**src/rtl/core/ccs_pkg.sv**
```systemverilog
// ----------------------------------------------------------------------------
// ccs_pkg: shared types and constants of the comment stripper
// Character codes, config register map, queue geometry, scan modes, the push
// bundle from the step logic to the output queue, and the queue entry layout.
// ----------------------------------------------------------------------------
`default_nettype none

package ccs_pkg;

  // character codes
  localparam logic [7:0] CH_SLASH = 8'h2F;
  localparam logic [7:0] CH_STAR  = 8'h2A;
  localparam logic [7:0] CH_NL    = 8'h0A;

  // config register map (byte addresses)
  localparam int unsigned        ADDR_W        = 3;
  localparam logic [ADDR_W-1:0]  REG_COLLAPSE  = 3'd0;
  localparam logic               COLLAPSE_RST  = 1'b1;

  // output queue geometry
  localparam int unsigned QDEPTH = 4;
  localparam int unsigned QPTR_W = $clog2(QDEPTH);
  localparam int unsigned QCNT_W = $clog2(QDEPTH + 1);

  // scan modes, one-hot
  typedef enum logic [4:0] {
    MODE_NORMAL = 5'b00001,
    MODE_SLASH  = 5'b00010,
    MODE_LINE   = 5'b00100,
    MODE_BLOCK  = 5'b01000,
    MODE_BSTAR  = 5'b10000
  } ccs_mode_t;

  // results of one processed byte, up to two
  typedef struct packed {
    logic [1:0] cnt;
    logic [7:0] b0;
    logic [7:0] b1;
  } ccs_push_t;

  // one queued output beat
  typedef struct packed {
    logic       last;
    logic [7:0] data;
  } ccs_entry_t;

endpackage

`default_nettype wire

```
**src/rtl/core/ccs_cfg.sv**
```systemverilog
// ----------------------------------------------------------------------------
// ccs_cfg: configuration register file
// APB-style slave holding the blank-line collapse enable.
// ----------------------------------------------------------------------------
`default_nettype none

module ccs_cfg (
  input  wire logic                       clk,
  input  wire logic                       rst,
  input  wire logic                       psel,
  input  wire logic                       penable,
  input  wire logic                       pwrite,
  input  wire logic [ccs_pkg::ADDR_W-1:0] paddr,
  input  wire logic [31:0]                pwdata,
  output logic [31:0]                     prdata,
  output logic                            pready,
  output logic                            collapse
);

  logic wr_en;

  assign pready = 1'b1;
  assign wr_en  = psel && penable && pwrite && pready;

  // collapse enable register
  always_ff @(posedge clk) begin
    if (rst) begin
      collapse <= ccs_pkg::COLLAPSE_RST;
    end else if (wr_en && paddr == ccs_pkg::REG_COLLAPSE) begin
      collapse <= pwdata[0];
    end
  end

  // read mux
  always_comb begin
    prdata = '0;
    unique case (paddr)
      ccs_pkg::REG_COLLAPSE: prdata = {31'd0, collapse};
      default:               prdata = '0;
    endcase
  end

endmodule

`default_nettype wire

```
**src/rtl/core/ccs_step.sv**
```systemverilog
// ----------------------------------------------------------------------------
// ccs_step: input register and per-byte scan logic
// Holds one input beat, advances the scan mode and produces up to two
// output bytes for the queue in a single cycle while the queue has room.
// ----------------------------------------------------------------------------
`default_nettype none

module ccs_step (
  input  wire logic          clk,
  input  wire logic          rst,
  input  wire logic          s_tvalid,
  output logic               s_tready,
  input  wire logic [7:0]    s_tdata,
  input  wire logic          s_tlast,
  input  wire logic          collapse,
  input  wire logic          room,
  output ccs_pkg::ccs_push_t push
);

  logic               in_vld;
  logic [7:0]         in_b;
  logic               in_fin;
  logic               adv;
  ccs_pkg::ccs_mode_t mode, mode_next;
  logic               lwn, lwn_next;
  ccs_pkg::ccs_push_t res;
  logic               nl_b;
  logic               nl_drop;

  assign adv      = in_vld && room;
  assign s_tready = !in_vld || room;

  // input register
  always_ff @(posedge clk) begin
    if (rst) begin
      in_vld <= 1'b0;
    end else if (s_tready) begin
      in_vld <= s_tvalid;
    end
  end

  always_ff @(posedge clk) begin
    if (s_tready && s_tvalid) begin
      in_b   <= s_tdata;
      in_fin <= s_tlast;
    end
  end

  // scan state
  always_ff @(posedge clk) begin
    if (rst) begin
      mode <= ccs_pkg::MODE_NORMAL;
      lwn  <= 1'b0;
    end else if (adv) begin
      mode <= mode_next;
      lwn  <= lwn_next;
    end
  end

  assign nl_b    = (in_b == ccs_pkg::CH_NL);
  // a newline right after an emitted newline is dropped when collapsing
  assign nl_drop = nl_b && lwn && collapse;

  // next mode and emitted bytes
  always_comb begin
    mode_next = mode;
    lwn_next  = lwn;
    res       = '0;
    unique case (mode)
      ccs_pkg::MODE_SLASH: begin
        if (in_b == ccs_pkg::CH_SLASH) begin
          mode_next = ccs_pkg::MODE_LINE;
        end else if (in_b == ccs_pkg::CH_STAR) begin
          mode_next = ccs_pkg::MODE_BLOCK;
        end else begin
          // release the held slash, then the byte as plain text
          mode_next = ccs_pkg::MODE_NORMAL;
          res.cnt   = 2'd2;
          res.b0    = ccs_pkg::CH_SLASH;
          res.b1    = in_b;
          lwn_next  = nl_b;
        end
      end
      ccs_pkg::MODE_LINE: begin
        if (nl_b) begin
          mode_next = ccs_pkg::MODE_NORMAL;
          if (!nl_drop) begin
            res.cnt  = 2'd1;
            res.b0   = in_b;
            lwn_next = 1'b1;
          end
        end
      end
      ccs_pkg::MODE_BLOCK: begin
        if (in_b == ccs_pkg::CH_STAR) begin
          mode_next = ccs_pkg::MODE_BSTAR;
        end
      end
      ccs_pkg::MODE_BSTAR: begin
        if (in_b == ccs_pkg::CH_SLASH) begin
          mode_next = ccs_pkg::MODE_NORMAL;
        end else if (in_b != ccs_pkg::CH_STAR) begin
          mode_next = ccs_pkg::MODE_BLOCK;
        end
      end
      default: begin
        // normal text, also any stray code
        mode_next = ccs_pkg::MODE_NORMAL;
        if (in_b == ccs_pkg::CH_SLASH) begin
          mode_next = ccs_pkg::MODE_SLASH;
        end else if (!nl_drop) begin
          res.cnt  = 2'd1;
          res.b0   = in_b;
          lwn_next = nl_b;
        end
      end
    endcase

    // end of text: flush a held slash and return to the start state
    if (in_fin) begin
      if (mode_next == ccs_pkg::MODE_SLASH) begin
        res.cnt = 2'd1;
        res.b0  = ccs_pkg::CH_SLASH;
      end
      mode_next = ccs_pkg::MODE_NORMAL;
      lwn_next  = 1'b0;
    end
  end

  always_comb begin
    push = res;
    if (!adv) begin
      push.cnt = 2'd0;
    end
  end

  // the final byte leaves the scanner in its start state
  a_final_resets: assert property (@(posedge clk) disable iff (rst)
    adv && in_fin |=> mode == ccs_pkg::MODE_NORMAL && !lwn)
    else $error("scan state not cleared after final byte");

  // two results only ever come from releasing a held slash
  a_two_from_slash: assert property (@(posedge clk) disable iff (rst)
    push.cnt == 2'd2 |-> mode == ccs_pkg::MODE_SLASH && push.b0 == ccs_pkg::CH_SLASH)
    else $error("double result outside held slash");

endmodule

`default_nettype wire

```
**src/rtl/core/ccs_out_fifo.sv**
```systemverilog
// ----------------------------------------------------------------------------
// ccs_out_fifo: output queue
// Four-entry register queue taking up to two bytes per cycle while it has
// room and handing out one beat per cycle while m_tready is high.
// ----------------------------------------------------------------------------
`default_nettype none

module ccs_out_fifo (
  input  wire logic               clk,
  input  wire logic               rst,
  input  wire ccs_pkg::ccs_push_t push,
  output logic                    room,
  output logic                    m_tvalid,
  input  wire logic               m_tready,
  output logic [7:0]              m_tdata,
  output logic                    m_tlast
);

  ccs_pkg::ccs_entry_t             mem [ccs_pkg::QDEPTH];
  logic [ccs_pkg::QPTR_W-1:0]      wr_ptr;
  logic [ccs_pkg::QPTR_W-1:0]      wr_ptr1;
  logic [ccs_pkg::QPTR_W-1:0]      rd_ptr;
  logic [ccs_pkg::QCNT_W-1:0]      count;
  logic                            pop;

  // room for two more beats
  assign room     = count <= ccs_pkg::QCNT_W'(ccs_pkg::QDEPTH - 2);
  assign m_tvalid = count != '0;
  assign pop      = m_tvalid && m_tready;
  assign wr_ptr1  = wr_ptr + ccs_pkg::QPTR_W'(1);

  // entry writes; run_last on the final byte of each push
  always_ff @(posedge clk) begin
    if (push.cnt != 2'd0) begin
      mem[wr_ptr] <= '{last: (push.cnt == 2'd1), data: push.b0};
    end
    if (push.cnt == 2'd2) begin
      mem[wr_ptr1] <= '{last: 1'b1, data: push.b1};
    end
  end

  // pointers and fill count
  always_ff @(posedge clk) begin
    if (rst) begin
      wr_ptr <= '0;
      rd_ptr <= '0;
      count  <= '0;
    end else begin
      wr_ptr <= wr_ptr + ccs_pkg::QPTR_W'(push.cnt);
      rd_ptr <= rd_ptr + ccs_pkg::QPTR_W'(pop);
      count  <= count + ccs_pkg::QCNT_W'(push.cnt) - ccs_pkg::QCNT_W'(pop);
    end
  end

  assign m_tdata = mem[rd_ptr].data;
  assign m_tlast = mem[rd_ptr].last;

  a_no_overfill: assert property (@(posedge clk) disable iff (rst)
    count <= ccs_pkg::QCNT_W'(ccs_pkg::QDEPTH))
    else $error("output queue overfilled");

  a_push_has_room: assert property (@(posedge clk) disable iff (rst)
    push.cnt != 2'd0 |-> room)
    else $error("push without room");

endmodule

`default_nettype wire

```
**src/rtl/core/comment_stripper_blank_collapse_unit.sv**
```systemverilog
// An input beat passes the input register, then the output queue.
// Throughput: one input byte per cycle while the queue has room; the output
// drains one beat per cycle from a four-entry queue while m_tready is high,
// so a released slash (two bytes) costs one extra output beat. Reset (rst,
// synchronous) clears the scan state, the queue and sets collapse to 1.
// ----------------------------------------------------------------------------
// comment_stripper_blank_collapse_unit: C comment stripper
// Drops line and block comments from a byte stream and optionally folds
// runs of newlines into one.
// ----------------------------------------------------------------------------
`default_nettype none

module comment_stripper_blank_collapse_unit (
  input  wire logic                       clk,
  input  wire logic                       rst,
  // input stream
  input  wire logic                       s_tvalid,
  output logic                            s_tready,
  input  wire logic [7:0]                 s_tdata,   // [7:0] in_byte
  input  wire logic                       s_tlast,   // is_final
  // output stream
  output logic                            m_tvalid,
  input  wire logic                       m_tready,
  output logic [7:0]                      m_tdata,   // [7:0] out_byte
  output logic                            m_tlast,   // run_last
  // config port
  input  wire logic                       psel,
  input  wire logic                       penable,
  input  wire logic                       pwrite,
  input  wire logic [ccs_pkg::ADDR_W-1:0] paddr,
  input  wire logic [31:0]                pwdata,
  output logic [31:0]                     prdata,
  output logic                            pready
);

  logic               collapse;
  logic               room;
  ccs_pkg::ccs_push_t push;

  ccs_cfg u_cfg (
    .clk      (clk),
    .rst      (rst),
    .psel     (psel),
    .penable  (penable),
    .pwrite   (pwrite),
    .paddr    (paddr),
    .pwdata   (pwdata),
    .prdata   (prdata),
    .pready   (pready),
    .collapse (collapse)
  );

  ccs_step u_step (
    .clk      (clk),
    .rst      (rst),
    .s_tvalid (s_tvalid),
    .s_tready (s_tready),
    .s_tdata  (s_tdata),
    .s_tlast  (s_tlast),
    .collapse (collapse),
    .room     (room),
    .push     (push)
  );

  ccs_out_fifo u_fifo (
    .clk      (clk),
    .rst      (rst),
    .push     (push),
    .room     (room),
    .m_tvalid (m_tvalid),
    .m_tready (m_tready),
    .m_tdata  (m_tdata),
    .m_tlast  (m_tlast)
  );

endmodule

`default_nettype wire

```
**config.mk**
```make
export PLATFORM = sky130hd
export DESIGN_NAME = comment_stripper_blank_collapse_unit
export DESIGN_NICKNAME = d
export VERILOG_FILES = /design/src/rtl/core/ccs_pkg.sv /design/src/rtl/core/ccs_cfg.sv /design/src/rtl/core/ccs_step.sv /design/src/rtl/core/ccs_out_fifo.sv /design/src/rtl/core/comment_stripper_blank_collapse_unit.sv
export SDC_FILE = /design/constraint.sdc
export NUM_CORES = 1
export LEC_CHECK = 0
export ABC_AREA = 1
export CAP_MARGIN = 0
export CORE_UTILIZATION = 50
export DETAILED_ROUTE_END_ITERATION = 12
export DONT_BUFFER_PORTS = 1
export PLACE_DENSITY = 0.65
export SYNTH_ARGS = -nofsm -noshare
export SYNTH_HDL_FRONTEND = slang
export SYNTH_SLANG_ARGS = --single-unit
```
**constraint.sdc**
```tcl
create_clock -name clk -period 3.1 [get_ports clk]
set_input_delay 0.31 -clock clk [delete_from_list [all_inputs] [get_ports clk]]
set_output_delay 0.31 -clock clk [all_outputs]
set_load 0.02 [all_outputs]
```
* Word-level counts from Yosys, hierarchy flattened
Memories as Yosys holds them, arrays and structs flattened. A register that Yosys moved wholly into a read port is not among the register bits. Cells that the tools add are included.
Word-level totals: memories kept 1, bits in writable memories 36, input port bits 51, output and inout bits 44, flip-flop bits (word level) 24, logic and storage cells 82
Cells by class: add/subtract/negate cells 5, mux-type cells 33, $lt $le $gt $ge 1, reductions and logical operators 15, equal/unequal tests 18
Memories:
- u_fifo.mem | words 4, bits a word 9, read ports 1, clocked after Yosys merged registers in 1, wr ports 2, RTL line ccs_out_fifo.sv:19 | ccs_pkg::ccs_entry_t mem [ccs_pkg::QDEPTH];
Operators by type and width (count):
- 2-to-1 mux 10 bit | 4
- 2-to-1 mux 18 bit | 2
- 2-to-1 mux 5 bit | 6
- case mux 10 bit (3 select lines) | 1
- case mux 5 bit (4 select lines) | 1
- == test 8 x 6 -> 1 bit, second input constant | 2
- inequality test 3 x 2 -> 1 bit, second input constant | 5
- 2-to-1 mux 1 bit | 12
- == test 5 x 2 -> 1 bit, second input constant | 2
- 2-to-1 mux 9 bit | 1
- == test 8 x 4 -> 1 bit, second input constant | 1
- logical AND 1 bit | 8
- 2-to-1 mux 8 bit | 1
- inequality test 8 x 6 -> 1 bit, second input constant | 1
- AND reduction 8 bit | 1
- 2-to-1 mux 2 bit | 3
- == test 5 x 3 -> 1 bit, second input constant | 1
- == test 5 x 4 -> 1 bit, second input constant | 1
- == test 5 bit, second input constant | 1
- 2-to-1 mux 4 bit | 1
- adder 3 x 2 -> 3 bit | 1
- <= comparator 3 x 2 -> 1 bit, second input constant | 1
- logical NOT 3 bit | 1
- inequality test 3 x 1 -> 1 bit, second input constant | 1
- 13 further kinds | 13

* Depth between registers and ports, before layout
Gate-level depths: netlist (run 1).
depth in word-level cells 12, depth in mapped cells 18, gate-level depth less buffers 17

* Hierarchy
A second synthesis (run 1) with hierarchy kept.
Second synthesis, totals: cells, all modules 413, area, all modules 3549.7 µm²
Modules (own cells, without submodules):
- ccs_out_fifo | instances 1, cells an instance 216, area an instance 2078.2 µm²
- ccs_step | instances 1, cells an instance 148, area an instance 1137.3 µm²
- ccs_cfg | instances 1, cells an instance 49, area an instance 334.1 µm²

* Worst setup path before layout (run 1)
Ideal clock, no wire load.
path type reg2reg, start register u_step.in_b[3], end register u_fifo.count[2] in the netlist's numbering, path slack 650 ps, clock period less this slack 2450 ps, arrival time 2323 ps, cell stages (with the launch flop) 18, cell sequence edfxtp_1 > nand2_1 > nor2_1 > nand2_1 > buf_2 > nand2_1 > nand2_2 > nand2_1 > o21ai_4 > nand2_4 > ha_1 > inv_1 > ha_1 > inv_1 > fa_1 > xor2_1 > inv_1 > nor2_1
On the way: cells in the longest elaborated chain, start to end 11
RTL lines:
- start: declaration | RTL line ccs_step.sv:21 | logic [7:0] in_b;
- start signal: assignment | RTL line ccs_step.sv:44 | in_b <= s_tdata;
- parallel branches: the longest is 7 deep, another holds 2-to-1 mux 10 bit
- 2-to-1 mux 10 bit * | RTL line ccs_step.sv:120 | if (in_fin) begin
- 2-to-1 mux 2 bit * | RTL line ccs_step.sv:132 | if (!adv) begin
- adder 3 x 2 -> 3 bit * | RTL line ccs_out_fifo.sv:51 | count <= count + ccs_pkg::QCNT_W'(push.cnt) - ccs_pkg::QCNT_W'(pop);
- subtractor 3 x 1 -> 3 bit * | RTL line ccs_out_fifo.sv:51
- end signal: assignment | RTL line ccs_out_fifo.sv:51
- end: declaration | RTL line ccs_out_fifo.sv:23 | logic [ccs_pkg::QCNT_W-1:0] count;
Every way passes the cells marked *. A chain may end at the register's enable or synchronous reset.

* Final worst setup path (run 1)
start register u_step.in_b[4], end register u_fifo.count[2] in the netlist's numbering
Same word-level chain as after synthesis.

==> results of run 1 <==
==> report_power, final <==
part           internal, mW  switching [mW]
Sequential            0.946          0.0624
Clock                 0.449           0.310
Combinational         0.169           0.457
Total                  1.56           0.830
==> stage by stage <==
step	hold slack (ps)	instances	power (mW)	instance area, µm²	setup slack [ps]
finish	27.6	581	2.39	3870	445
global route	11.5	581	2.55	3870	232
CTS	13.1	581	2.41	3870	433
detailed placement	384	565	1.66	3660	457
global placement	381	565	1.64	3660	500
floorplan	379	508	1.59	3840	650
==> sequential cells by signal, indices dropped and copies added (netlist names) <==
name            cells
u_step.lwn          1
u_step.mode         5
u_fifo.mem         36
u_fifo.rd_ptr       2
u_step.in_b         8
u_cfg.collapse      1
u_step.in_vld       1
u_fifo.count        3
u_step.in_fin       1
u_fifo.wr_ptr       2
==> layout make-up <==
cell class / instances / area [µm²]
fill: 695 / 3380
multi-input combinational: 349 / 1700
sequential: 60 / 1610
inverter: 54 / 203
clock buffer: 11 / 131
tap: 99 / 124
clock inverter: 5 / 76.3
timing repair buffer: 3 / 22.5
==> cell usage after synthesis (2+ instances only) <==
cell	count
a21oi_1	9
a31oi_1	2
buf_2	4
buf_4	32
buf_8	3
clkbuf_1	6
conb_1	2
dfxtp_1	19
edfxtp_1	41
ha_1	5
inv_1	50
inv_2	3
nand2_1	128
nand2_2	2
nand2_4	4
nand3_1	44
nand3_2	3
nand3_4	2
nand4_1	2
nor2_1	55
nor2_2	4
nor2_4	2
o211ai_1	2
o21ai_0	30
o22ai_1	11
xnor2_1	2
xor2_1	2
==> how the worst max path moves through the flow <==
| stage | cells past startpoint | startpoint | end | slack, ps |
|---|---|---|---|---|
| after floorplan | 17 | u_step.in_b[3] | u_fifo.count[2] | 650 |
| after global placement | 16 | u_step.in_b[6] | u_fifo.count[2] | 500 |
| after detailed placement | 16 | u_step.in_b[4] | u_fifo.count[2] | 460 |
| after CTS | 16 | u_step.in_b[4] | u_fifo.count[2] | 430 |
| after global routing | 16 | u_step.in_b[4] | u_fifo.count[2] | 230 |
| final | 16 | u_step.in_b[4] | u_fifo.count[2] | 440 |
==> layer usage <==
layer  part of all wire [%]  wire length [µm]
met1                     48              3620
met5                      0                 0
met4                    1.3               100
met2                     45              3400
met3                    5.9               444
==> critical path, cell delays in order, from the launching register on <==
cell and delay, ps:
edfxtp_1 390, inv_1 110, nand2_1 50, nor2_1 140, nand2_1 80, inv_1 190
nand2_4 100, o21ai_4 220, nand2_4 110, ha_1 300, inv_1 60, ha_1 130
inv_1 50, fa_1 370, xor2_1 170, inv_1 60, nor2_1 30
==> cells by family (layout without fill, tap and decap cells) <==
| family | after synthesis | in the layout | synth area share [%] |
|---|---|---|---|
| XOR/XNOR | 4 | 4 | 0.939 |
| AO/OA/AOI/OAI | 57 | 57 | 8.68 |
| AND/OR/NAND/NOR | 250 | 250 | 30.6 |
| buffers and inverters | 99 | 73 | 14.2 |
| adder cells (fa/ha/maj) | 6 | 6 | 2.21 |
| flip-flops | 60 | 60 | 43.2 |
| other | 2 | 32 | 0.201 |
==> results.toml, run 1 <==
[run_status]
outcome = "complete, no violations"

[synthesis]
synth_top_area_share_pct = 33.0
synth_flop_cell = "edfxtp_1"
synth_area_per_cell_um2 = 7.81
synth-edff-count = 41
yosysWarnings = 0
synth_top_cell_by_area = "edfxtp_1"
ys_seq_area_share_pct = 43.2
synthCells = 478
async_flop_share_pct = 0
ys_seq_elements = 60
ys_top_cells_by_area = "edfxtp_1, nand2_1, dfxtp_1, buf_4, nand3_1"
syn_area_um2 = 3730
ys_types = 36

[clock_network]
cts_buffer_depth = 2
cts_tree = "built"
clk_pin_slew_ps = 70
cts_root_buffer = "clkbuf_8"
cts_resized = 0
cts_made_buffers = 9
clock_latency_ps = 340
postCtsHoldBufs = 0
htreeDepth = 3
clock-sinks = 60
post_cts_buffers = 0

[critical_path]
rr_startpoint = "u_step.in_b[4]"
endpoint_kind = "flip-flop"
cp_data_arrival_time_ps = 2900
critPathKind = "reg2reg"
crit_required_ps = 3340
worst-r2r-setup-slack_ps = 440
cp_max_fo = 6
worstSetupStartpointType = "flip-flop"
r2r_cells = 16
rr_endpoint = "u_fifo.count[2]"

[place]
portBuffers = 0
routabilityCongestion = 0.863
place_hpwl_um = 5600

[global_route]
gr-total-overflow = 0
busiest_layer = "met2"
grt_use_met1_pct = 29.1
grt_pass1_wl_um = 12200
grt_max_degree = 37
use_met2_pct = 32.4
grt_pass1_vias = 2505
antenna_found_initial = 0
grtUsageMet3_pct = 3.73
grt_use_total_pct = 20.9

[sta]
tns_ps = 0
tightest_slew_ps = 872
max_freq_mhz = 377
rsz0062_at_grt = "no"
slew_viol_final = 0
finalSetupViolations = 0
hold_viol_final = 0
slew_headroom_pct = 41.3
fin_crit_sh_pct = 85.6
min_period_ps = 2660
finClkSkew_ps = 9.94

[layout]
final_common_cell = "nand2_1"
area_growth_pct = 3.72
drive_gt1_share_pct = 8.09
nets = 534
antennaDiodeCount = 0
mostFrequentLayoutCells = "nand2_1, nor2_1, inv_1, nand3_1, edfxtp_1"
utilization_pct = 53.4

[floorplan]
core_area_um2 = 7250
die_x_um = 88.4
start_util_pct = 51.5
fp.dieArea_um2 = 7810
io_pins = 95
std_cell_rows = 31
die_y_um = 88.4

[job]
cap_violations = 0

[hold_path]
min_to = "u_step.mode[3]"
hp-start = "rst"
hp-class = "in2reg"
hold-path-cell-count = 1

[routing]
firstDrtPassIters = 5
wl_per_cell_um = 13.0
routed_wirelength_um = 7560
viasPerCell = 4.96
ant_nets = 0
drc = 0
dr.first_iter.drc_count = 336
num_vias = 2883

[pwr]
vdd_drop_max_uv = 255
powerDensity_nw_per_um2 = 618
power.leakage_nw = 1.83
Note: power is estimated with default switching activity, not from simulation.
==> inputs of run 2 (changes only) <==
- CORE_ASPECT_RATIO: unset -> 1.4
- CTS_CLUSTER_DIAMETER: unset -> 40
==> results.toml, run 2 (same netlist as run 1, synthesis figures left out) <==
[pwr]
netSwitchingPower_mw = 0.801
p_seq_share_pct = 42.2
powerDensity_nw_per_um2 = 611
power.leakage_nw = 1.84
swShare_pct = 33.9
pwr-share-comb_pct = 26.9
vdd_drop_max_uv = 399
clkPwrFrac_pct = 30.9
power.internal_mw = 1.56

[critical_path]
cp_data_arrival_time_ps = 2900
rr_endpoint = "u_fifo.count[2]"
rr_startpoint = "u_step.in_b[6]"
crit_end = "u_fifo.count[2]"
crit_required_ps = 3330
cp-startpoint = "u_step.in_b[6]"
worst-r2r-setup-slack_ps = 430
worstSetupStartpointType = "flip-flop"
critPathKind = "reg2reg"
endpoint_kind = "flip-flop"
r2r_cells = 16
cp_max_fo = 6

[floorplan]
die_y_um = 104
fp.dieArea_um2 = 7820
std_cell_rows = 36
start_util_pct = 52.8
io_pins = 95
core_area_um2 = 7070
die_x_um = 75.0

[layout]
drive_gt1_share_pct = 8.30
largest_register = "u_fifo.mem"
area_growth_pct = 3.55
final_common_cell = "nand2_1"
top_regs = "u_fifo.mem (36), u_step.in_b (8), u_step.mode (5)"
seqCellArea_um2 = 1610
mostFrequentLayoutCells = "nand2_1, nor2_1, inv_1, nand3_1, edfxtp_1"
antennaDiodeCount = 0
fin_area_um2 = 3860
multiInputGateArea_um2 = 1700
largest_reg_flops = 36
nets = 534
fillers = 692

[global_route]
grt_use_total_pct = 21.3
grt_pass1_wl_um = 12700
grt_max_degree = 37
gr-total-overflow = 0
antenna_found_initial = 0
grt_pass1_vias = 2733

[sta]
min_period_ps = 2670
fin_crit_sh_pct = 86.0
tightest_slew_ps = 881
layout_setup_ws_ps = 433
max_freq_mhz = 375
slew_viol_final = 0
tns_ps = 0
slew_headroom_pct = 40.7
hold_viol_final = 0
finClkSkew_ps = 2.57
finalSetupViolations = 0
rsz0062_at_grt = "no"

[clock_network]
cts_tree = "built"
postCtsHoldBufs = 0
clock_latency_ps = 330
cts_root_buffer = "clkbuf_8"
cts_buffer_depth = 2
post_cts_buffers = 0
cts_resized = 0
clock-sinks = 60
htreeDepth = 3
cts_made_buffers = 9
clk_pin_slew_ps = 60

[routing]
routed_wirelength_um = 7510
viasPerCell = 5.01
wl_per_cell_um = 13.0
firstDrtPassIters = 4
dr.first_iter.drc_count = 210
ant_nets = 0
num_vias = 2892
drc = 0

[place]
place_hpwl_um = 5790
post_dp_cell_area_um2 = 3660
dp_worst_setup_slack_ps = 461
portBuffers = 0
routabilityCongestion = 0.924

[hold_path]
hp-start = "rst"
hp-class = "in2reg"

[run_status]
outcome = "complete, no violations"

[job]
cap_violations = 0
run 2: changes by cell type in the layout (fill, tap and decap cells not counted), sizes merged:
cell / delta
clkinv: +2
clkbuf: -1
clkinvlp: -1
run 2: routing by layer:
| metal | vias up | GRT usage (%) | wire length [µm] | part of all wire, % |
|---|---|---|---|---|
| met5 | - | 0 | 0 | 0 |
| met4 | 0 | 9.57 | 142 | 1.9 |
| met3 | 12 | 5.81 | 258 | 3.4 |
| met2 | 75 | 35.9 | 4050 | 54 |
| met1 | 1317 | 24.4 | 3050 | 41 |
| li1 | 1488 | - | - | - |
run 2: worst min path at each step:
stage | to | cells after the start
finish | u_fifo.count[1] | 1
global route | u_step.mode[4] | 1
CTS | u_fifo.count[1] | 1
detailed placement | u_step.in_vld | 1
global placement | u_fifo.count[1] | 1
floorplan | u_step.in_vld | 1
run 2: power by group through the flow:
stage / Clock [mW] / Sequential [mW] / Combinational [mW]
finish: 0.730 / 0.997 / 0.636
global route: 0.790 / 1.01 / 0.720
CTS: 0.752 / 0.997 / 0.645
detailed placement: 0 / 1.01 / 0.642
global placement: 0 / 1.01 / 0.630
floorplan: 0 / 0.995 / 0.597
run 2: final cells by class:
| cell class | instances | area share, % |
|---|---|---|
| Tap cell | 95 | 3.08 |
| Inverter | 54 | 5.24 |
| Sequential cell | 60 | 41.7 |
| Clock buffer | 10 | 3.30 |
| Timing Repair Buffer | 3 | 0.583 |
| Multi-Input combinational cell | 349 | 44.1 |
| Clock inverter | 6 | 2.04 |
run 2: stage by stage:
step           total power [mW]  util (%)  instances  hold WS [ps]
2_1_floorplan              1.59         -        508           379
3_3_place_gp               1.64      51.7        561           378
3_5_place_dp               1.66      51.7        561           383
4_1_cts                    2.39      54.7        577          12.8
5_1_grt                    2.52      54.7        577          9.91
6_report                   2.36      54.7        577          39.1
run 2: worst max-delay path, stage by stage, from the launching register on:
cell	delay, ps
edfxtp_1	390
inv_1	110
nand2_1	60
nor2_1	150
nand2_1	90
inv_1	170
nand2_4	100
o21ai_4	220
nand2_4	110
ha_1	300
inv_1	50
ha_1	140
inv_1	50
fa_1	370
xor2_1	170
inv_1	60
nor2_1	30
==> inputs of run 3 (changes only) <==
- CTS_BUF_LIST: unset -> sky130_fd_sc_hd__clkbuf_16
==> results.toml, run 3 (same netlist as run 1, synthesis figures left out) <==
[run_status]
outcome = "complete, no violations"

[pwr]
p_seq_share_pct = 37.7
swShare_pct = 31.8
netSwitchingPower_mw = 0.842
vdd_drop_max_uv = 380
power.leakage_nw = 1.89
power.total_mw = 2.65
pwr-share-comb_pct = 24.0
power.internal_mw = 1.81
powerDensity_nw_per_um2 = 668
clkPwrFrac_pct = 38.3

[routing]
routed_wirelength_um = 7560
dr.first_iter.drc_count = 228
wl_per_cell_um = 13.1
drc = 0
ant_nets = 0
viasPerCell = 5.03
firstDrtPassIters = 5
num_vias = 2904

[clock_network]
clk_pin_slew_ps = 50
post_cts_buffers = 0
cts_made_buffers = 9
clock-sinks = 60
cts_root_buffer = "clkbuf_16"
clock_latency_ps = 330
postCtsHoldBufs = 0
cts_resized = 0
cts_tree = "built"
htreeDepth = 3
cts_buffer_depth = 2

[layout]
fin_area_um2 = 3970
largest_register = "u_fifo.mem"
final_common_cell = "nand2_1"
drive_gt1_share_pct = 8.30
mostFrequentLayoutCells = "nand2_1, nor2_1, inv_1, nand3_1, edfxtp_1"
nets = 534
area_growth_pct = 6.27
fillers = 673
top_regs = "u_fifo.mem (36), u_step.in_b (8), u_step.mode (5)"
largest_reg_flops = 36
utilization_pct = 56.1
antennaDiodeCount = 0

[critical_path]
cp_data_arrival_time_ps = 2890
critPathKind = "reg2reg"
cp_max_fo = 6
crit_slowest_cell = "edfxtp_1"
path_common_cell = "inv_1"
crit_required_ps = 3330
max_stage_delay_ps = 390
endpoint_kind = "flip-flop"
worstSetupStartpointType = "flip-flop"
path_cells = "inv_1 -> nand2_1 -> nor2_1 -> nand2_1 -> inv_1 -> nand2_4 -> o21ai_4 -> nand2_4 -> ha_1 -> inv_1 -> ha_1 -> inv_1 -> fa_1 -> xor2_1 -> inv_1 -> nor2_1"

[sta]
max_freq_mhz = 376
finalSetupViolations = 0
finClkSkew_ps = 4.13
tightest_slew_ps = 881
tns_ps = 0
hold_viol_final = 0
slew_headroom_pct = 40.7
rsz0062_at_grt = "no"
fin_crit_sh_pct = 85.9
slew_viol_final = 0
holdWs_ps = 43.6
min_period_ps = 2660

[floorplan]
fp.dieArea_um2 = 7820
start_util_pct = 52.8
core_area_um2 = 7070
std_cell_rows = 36
die_x_um = 75.0
die_y_um = 104
io_pins = 95

[global_route]
grt_pass1_wl_um = 12700
grt_pass1_vias = 2742
gr-total-overflow = 0
grt_max_degree = 37
antenna_found_initial = 0
grt_use_total_pct = 21.7

[hold_path]
hp-class = "in2reg"

[place]
routabilityCongestion = 0.924
place_hpwl_um = 5790
portBuffers = 0
post_dp_cell_area_um2 = 3660

[job]
cap_violations = 0
-- run 3: cell count changes in the layout (fill, tap and decap cells not counted) --
cell,before,now
clkbuf_8,9,0
clkbuf_1,1,0
inv_1,50,51
clkbuf_16,0,9
-- run 3: through the flow --
step	cells	setup slack, ps
6_report	577	438
3_5_place_dp	561	461
5_1_grt	577	241
2_1_floorplan	508	650
4_1_cts	577	445
3_3_place_gp	561	502
-- run 3: metal layers --
layer	wire (µm)	up-vias	track usage, %
li1	-	1486	-
met1	3080	1321	24.8
met2	3980	79	35.8
met5	0	-	0
met4	204	0	11.3
met3	298	18	5.91
-- run 3: worst paths after layout --
| path | startpoint | end | slack (ps) | depth (start not counted) |
|---|---|---|---|---|
| worst max-delay path | u_step.in_b[7] | u_fifo.count[2] | 440 | 16 |
| worst min-delay path | rst | u_fifo.count[1] | 40 | 1 |
| worst max register to register | u_step.in_b[7] | u_fifo.count[2] | 440 | 16 |
| worst min register to register | u_fifo.mem[1][8] | u_fifo.mem[1][8] | 440 | 2 |
-- run 3: area by class of cell --
class | count | area [µm²] | share of cell area, %
Clock buffer | 9 | 225 | 5.68
Clock inverter | 7 | 82.6 | 2.08
Inverter | 54 | 203 | 5.11
Multi-Input combinational cell | 349 | 1700 | 42.9
Sequential cell | 60 | 1610 | 40.6
Tap cell | 95 | 119 | 3.00
Timing Repair Buffer | 3 | 22.5 | 0.568
-- run 3: power groups by stage --
stage                     Sequential, mW  Clock [mW]  Combinational [mW]
after global placement              1.01           0               0.630
after floorplan                    0.995           0               0.597
final                              0.999        1.02               0.636
after detailed placement            1.01           0               0.642
after CTS                          0.999        1.04               0.644
after global routing                1.01        1.08               0.719
-- run 3: critical path: cells and delay by family, from the launching register on --
kind	cells	cell delay, ps
simple gates	6	540
buf+inv	5	440
compound gates	1	220
xor+xnor	1	170
fa+ha+maj	3	810
flops	1	390
